### src/rtl/core/mfc_pkg.sv
package mfc_pkg;

    typedef struct packed {
        logic [63:0] raw_value;
        logic        is_last;
    } in_item_t;

    typedef struct packed {
        logic [31:0] float_bits;
        logic        is_last_res;
    } out_item_t;

    localparam logic [2:0] FMT_SINGLE = 3'd0;
    localparam logic [2:0] FMT_HALF   = 3'd1;
    localparam logic [2:0] FMT_U8     = 3'd2;
    localparam logic [2:0] FMT_S8     = 3'd3;
    localparam logic [2:0] FMT_S32    = 3'd4;
    localparam logic [2:0] FMT_S64    = 3'd5;

endpackage

### src/rtl/core/multi_format_to_fp32_converter.sv
// An accepted start passes the stage 1 and stage 2 registers before the result strobe.
// Throughput: one item per cycle; busy is held low, so start may stay high.
// Stage 1 registers the item and forms sign, magnitude and leading-one position.
// Stage 2 normalizes, rounds to nearest even and packs integers; FP inputs pass through.
// Reset (rst_n low, asynchronous) clears the stage valids and sets the format to single.
module multi_format_to_fp32_converter (
    input  logic                 clk,
    input  logic                 rst_n,
    input  logic                 start,
    output logic                 busy,
    input  mfc_pkg::in_item_t    in_item,
    input  logic                 cfg_valid,
    output logic                 cfg_ready,
    input  logic [2:0]           cfg_data,
    output logic                 result_valid,
    output mfc_pkg::out_item_t   result
);
    import mfc_pkg::*;

    logic [2:0]  fmt_reg;
    logic        s1_valid_reg;
    logic        s1_neg_reg;
    logic [63:0] s1_mag_reg;
    logic [5:0]  s1_pos_reg;
    logic        s1_pass_reg;
    logic [31:0] s1_pass_bits_reg;
    logic        s1_last_reg;
    logic        s2_valid_reg;
    out_item_t   s2_item_reg;

    logic        neg_next;
    logic [63:0] mag_next;
    logic [5:0]  pos_next;
    logic        pass_next;
    logic [31:0] pass_bits_next;
    logic [63:0] raw;
    logic [4:0]  h_exp;
    logic [9:0]  h_man;
    logic [3:0]  h_lz;
    logic [9:0]  h_norm;

    assign busy      = 1'b0;
    assign cfg_ready = 1'b1;
    assign raw       = in_item.raw_value;
    assign h_exp     = raw[14:10];
    assign h_man     = raw[9:0];

    always_comb
    begin
        h_lz = 4'd0;
        for (int i = 0; i < 10; i++)
        begin
            if (h_man[i])
            begin
                h_lz = 4'(9 - i);
            end
        end
        h_norm = 10'(h_man << (h_lz + 4'd1));
    end

    always_comb
    begin
        neg_next       = 1'b0;
        mag_next       = '0;
        pass_next      = 1'b0;
        pass_bits_next = raw[31:0];
        case (fmt_reg)
            FMT_HALF:
            begin
                pass_next = 1'b1;
                if (h_exp == 5'd0)
                begin
                    if (h_man == 10'd0)
                    begin
                        pass_bits_next = {raw[15], 31'd0};
                    end
                    else
                    begin
                        pass_bits_next = {raw[15], 8'(8'd112 - {4'd0, h_lz}),
                                          h_norm, 13'd0};
                    end
                end
                else if (h_exp == 5'd31)
                begin
                    pass_bits_next = {raw[15], 8'hFF, h_man, 13'd0};
                end
                else
                begin
                    pass_bits_next = {raw[15], 8'({3'd0, h_exp} + 8'd112), h_man, 13'd0};
                end
            end
            FMT_U8:
            begin
                mag_next = {56'd0, raw[7:0]};
            end
            FMT_S8:
            begin
                neg_next = raw[7];
                mag_next = {56'd0, raw[7] ? 8'(8'd0 - raw[7:0]) : raw[7:0]};
                if (raw[7:0] == 8'h80)
                begin
                    mag_next = 64'd128;
                end
            end
            FMT_S32:
            begin
                neg_next = raw[31];
                mag_next = raw[31] ? 64'(33'h1_0000_0000 - {1'b0, raw[31:0]})
                                   : {32'd0, raw[31:0]};
            end
            FMT_S64:
            begin
                neg_next = raw[63];
                mag_next = raw[63] ? 64'(64'd0 - raw) : raw;
            end
            default:
            begin
                pass_next = 1'b1;
            end
        endcase
        pos_next = 6'd0;
        for (int i = 0; i < 64; i++)
        begin
            if (mag_next[i])
            begin
                pos_next = 6'(i);
            end
        end
    end

    always_ff @(posedge clk or negedge rst_n)
    begin
        if (!rst_n)
        begin
            fmt_reg      <= FMT_SINGLE;
            s1_valid_reg <= 1'b0;
            s2_valid_reg <= 1'b0;
        end
        else
        begin
            if (cfg_valid && cfg_ready)
            begin
                fmt_reg <= cfg_data;
            end
            s1_valid_reg <= start && !busy;
            s2_valid_reg <= s1_valid_reg;
        end
    end

    always_ff @(posedge clk)
    begin
        if (start && !busy)
        begin
            s1_neg_reg       <= neg_next;
            s1_mag_reg       <= mag_next;
            s1_pos_reg       <= pos_next;
            s1_pass_reg      <= pass_next;
            s1_pass_bits_reg <= pass_bits_next;
            s1_last_reg      <= in_item.is_last;
        end
    end

    logic [63:0] norm;
    logic [23:0] mant;
    logic        guard;
    logic        sticky;
    logic        rnd_up;
    logic [24:0] mant_r;
    logic [7:0]  exp_r;
    logic [31:0] int_bits;

    always_comb
    begin
        norm   = s1_mag_reg << (6'd63 - s1_pos_reg);
        mant   = norm[63:40];
        guard  = norm[39];
        sticky = |norm[38:0];
        rnd_up = guard && (sticky || mant[0]);
        mant_r = {1'b0, mant} + {24'd0, rnd_up};
        exp_r  = 8'({2'd0, s1_pos_reg} + 8'd127 + {7'd0, mant_r[24]});
        if (s1_mag_reg == 64'd0)
        begin
            int_bits = 32'd0;
        end
        else
        begin
            int_bits = {s1_neg_reg, exp_r,
                        mant_r[24] ? mant_r[23:1] : mant_r[22:0]};
        end
    end

    always_ff @(posedge clk)
    begin
        if (s1_valid_reg)
        begin
            s2_item_reg.float_bits  <= s1_pass_reg ? s1_pass_bits_reg : int_bits;
            s2_item_reg.is_last_res <= s1_last_reg;
        end
    end

    assign result_valid = s2_valid_reg;
    assign result       = s2_item_reg;

endmodule

### config.mk
export PLATFORM = sky130hd
export DESIGN_NAME = multi_format_to_fp32_converter
export DESIGN_NICKNAME = d
export VERILOG_FILES = /design/src/rtl/core/mfc_pkg.sv /design/src/rtl/core/multi_format_to_fp32_converter.sv
export SDC_FILE = /design/constraint.sdc
export NUM_CORES = 1
export LEC_CHECK = 0
export BUFFER_PORTS_ARGS = -buffer_cell sky130_fd_sc_hd__buf_2
export CORE_MARGIN = 2
export CORE_UTILIZATION = 60
export DETAILED_ROUTE_END_ITERATION = 8
export PLACE_DENSITY = 0.91
export SYNTH_ARGS = -nofsm -noshare
export SYNTH_HDL_FRONTEND = slang
export SYNTH_SLANG_ARGS = --single-unit
### constraint.sdc
create_clock -name clk -period 12.1 [get_ports clk]
set_clock_uncertainty 0.1 [all_clocks]
set_input_delay 0.605 -clock clk [delete_from_list [all_inputs] [get_ports clk]]
set_output_delay 0.605 -clock clk [all_outputs]
set_load 0.1 [all_outputs]
==> impl_metrics.yaml <==
final_layout:
  finalInstanceArea_sq_um: 15300
  multi_input_area_sq_um: 9230
  syn_to_final_growth_pct: 7.17
  diodes: 0
  layout-drive-gt1-share: 0.211
  largest_reg_flops: 64
  finish.net_count: 1607
  n_fill_cell: 1894
  regArea_sq_um: 4270
global_route:
  overflow: 0
  antenna_found_initial: 0
  grt_pass1_wl_mm: 73.3
  grt_pass1_vias: 12287
  grt_max_degree: 81
  grt_usage: 0.385
floorplan:
  die_y_um: 158
  initial_core_util: 0.610
  num_rows: 56
  fp.coreArea_sq_um: 23400
  io_pins: 108
  die_w_um: 158
  dieArea_sq_um: 25000
place:
  gp_congestion: 0.985
  hpwlAfterDp_mm: 35.5
  io_buffers: 105
  placed_area_sq_um: 14700
  pre_cts_slack_ns: 6.45
critical_path:
  required_ns: 12.18
  path_class: "flop to flop"
  startpoint_type: "flop"
  cp_max_fo: 60
  critical_path.cell_chain: "buf_4, mux4_2, nor2_1, o32ai_1, a21oi_1, a222oi_1, nor3b_1, nand3_2, nor2_4, inv_1, ha_1, ha_1, and3_1, a32o_1"
  crit_top_cell: "ha_1"
  max_stage_delay_ns: 1.02
  crit_buf_inv: 2
  crit_family: "compound AO/OA/AOI/OAI gates"
  critPathSlowestCell: "edfxtp_1"
  cp.arrival_ns: 5.89
  cp-end-kind: "flop"
clock_network:
  clock_path_buffers: 2
  ctsRootBufferMaster: "clkbuf_16"
  cts_tree: "built"
  cts_resized: 0
  htreeDepth: 4
  cts.reportedPaths.clkPinSlew_ns: 0.08
  cts_inserted_buffers: 17
  insertion_delay_ns: 0.44
  cts.sinks: 143
job:
  cap_viol_max_count: 0
synth:
  ys_seq_area_frac: 0.299
  yosysWarnings: 0
  synth_top_cell_by_area: "edfxtp_1"
  synthCells: 1501
  yosys_register_bits: 143
  synth_area_leaders: "edfxtp_1, mux4_2, mux2i_1"
  netlist_area_sq_um: 14300
  syn_avg_cell_area_sq_um: 9.51
  synth-edff-count: 138
  synth-main-ff-cell: "edfxtp_1"
  syn_nets: 1584
  synth_top_area_frac: 0.290
  async_flop_share: 0.0350
  synth_cell_types: 112
sta:
  setup-tns-final_ns: 0
  setup_ws_ns: 6.29
  setup_viol: 0
  period_share: 0.480
  relSlewSlack: 0.262
  hold_viol_final: 0
  worst_slew_pin_slew_ns: 1.11
  period_needed_ns: 5.81
  grt_setup_unrepaired: "false"
  fmax_mhz: 172
  slew_violations: 0
status:
  outcome: "finished clean"
route:
  wl_per_cell_um: 25.5
  drc: 0
  ant_nets: 0
  routed_wl_mm: 47.4
  via_per_inst: 7.32
  drt-initial-drc-count: 2097
  vias: 13584
  dr.pass1.iters: 6
worst_hold_path:
  hold_path_class: "input port to flop"
pwr:
  vdd_drop_max_uv: 105
  power.leakage_nw: 5.60
  powerDensity_nw_per_um2: 185
==> power breakdown <==
group / internal, mW / switching [mW] / leakage, nW / total [mW]
clock network: 0.279 / 0.249 / 0.286 / 0.528
logic: 0.579 / 1.06 / 3.86 / 1.64
registers: 0.618 / 0.0499 / 1.45 / 0.668
total: 1.48 / 1.36 / 5.60 / 2.83
==> metal layers <==
layer / global-route usage / routed length [um] / vias to the layer above
li1: - / - / 5890
met1: 0.560 / 18400 / 6437
met2: 0.575 / 20800 / 1081
met3: 0.0668 / 5880 / 176
met4: 0.153 / 2230 / 0
met5: 0 / 0 / -
==> cell usage in the layout, fill, tap and decap left out, types with 31 or more instances in the layout <==
master,instances
xnor2_1,31
nand2_1,137
nor4_1,38
o21ai_0,51
edfxtp_1,138
a21oi_1,74
mux2i_1,95
mux2_2,35
buf_2,104
nor2_1,171
mux4_2,76
==> through the flow <==
step / std cells / hold WS (ns) / util / power (mW)
floorplan: 1501 / 0.209 / - / 1.86
global placement: 1823 / 0.308 / 0.628 / 2.25
detailed placement: 1823 / 0.315 / 0.628 / 2.25
CTS: 1856 / 0.239 / 0.654 / 2.78
global route: 1856 / 0.255 / 0.654 / 2.93
finish: 1856 / 0.253 / 0.654 / 2.83
==> cell families (layout without fill, tap and decap cells) <==
group	Yosys count	after routing	share of synthesized area
compound gates	356	356	0.182
xor+xnor	57	57	0.0355
fa+ha+maj	11	11	0.00964
buf+inv	154	190	0.0551
flops	143	143	0.299
mux	208	208	0.216
other cells	2	2	0.000526
simple gates	570	570	0.202
==> synthesized netlist by cell type (26+ instances only) <==
cell,n
mux2_2,35
buf_2,26
clkbuf_1,60
nor3_1,29
nand3_1,29
nor4_1,38
nand2_1,137
a21oi_1,74
or3_1,29
xnor2_1,31
edfxtp_1,138
mux2i_1,96
inv_1,30
mux4_2,76
nor2_1,171
o21ai_0,51
==> final cells by class <==
cell class | count | area share
multi-input cells | 1204 | 0.603
flip-flops and latches | 143 | 0.279
repair buffers | 126 | 0.0450
clock buffers | 17 | 0.0278
well taps | 319 | 0.0261
clock inverters | 15 | 0.0110
inverters | 32 | 0.00785
==> repair_timing <==
item	4_1_cts	5_1_grt
hold buffers	1	0
endpoints found under the hold margin	5	0
buffers inserted	0	0
==> path summary, 6_finish.rpt <==
check,startpoint,end,slack [ns],cells after the start
max,s1_pos_reg[1],result[30],6.29,14
min,in_item[0],s1_last_reg,0.25,1
max reg2reg,s1_pos_reg[1],result[30],6.29,14
min in group asynchronous,rst_n,fmt_reg[2],0.42,2
min reg2reg,s1_last_reg,result[0],0.33,0
max in group asynchronous,rst_n,result_valid,11.31,2
Power figures use the tool's default switching activity.
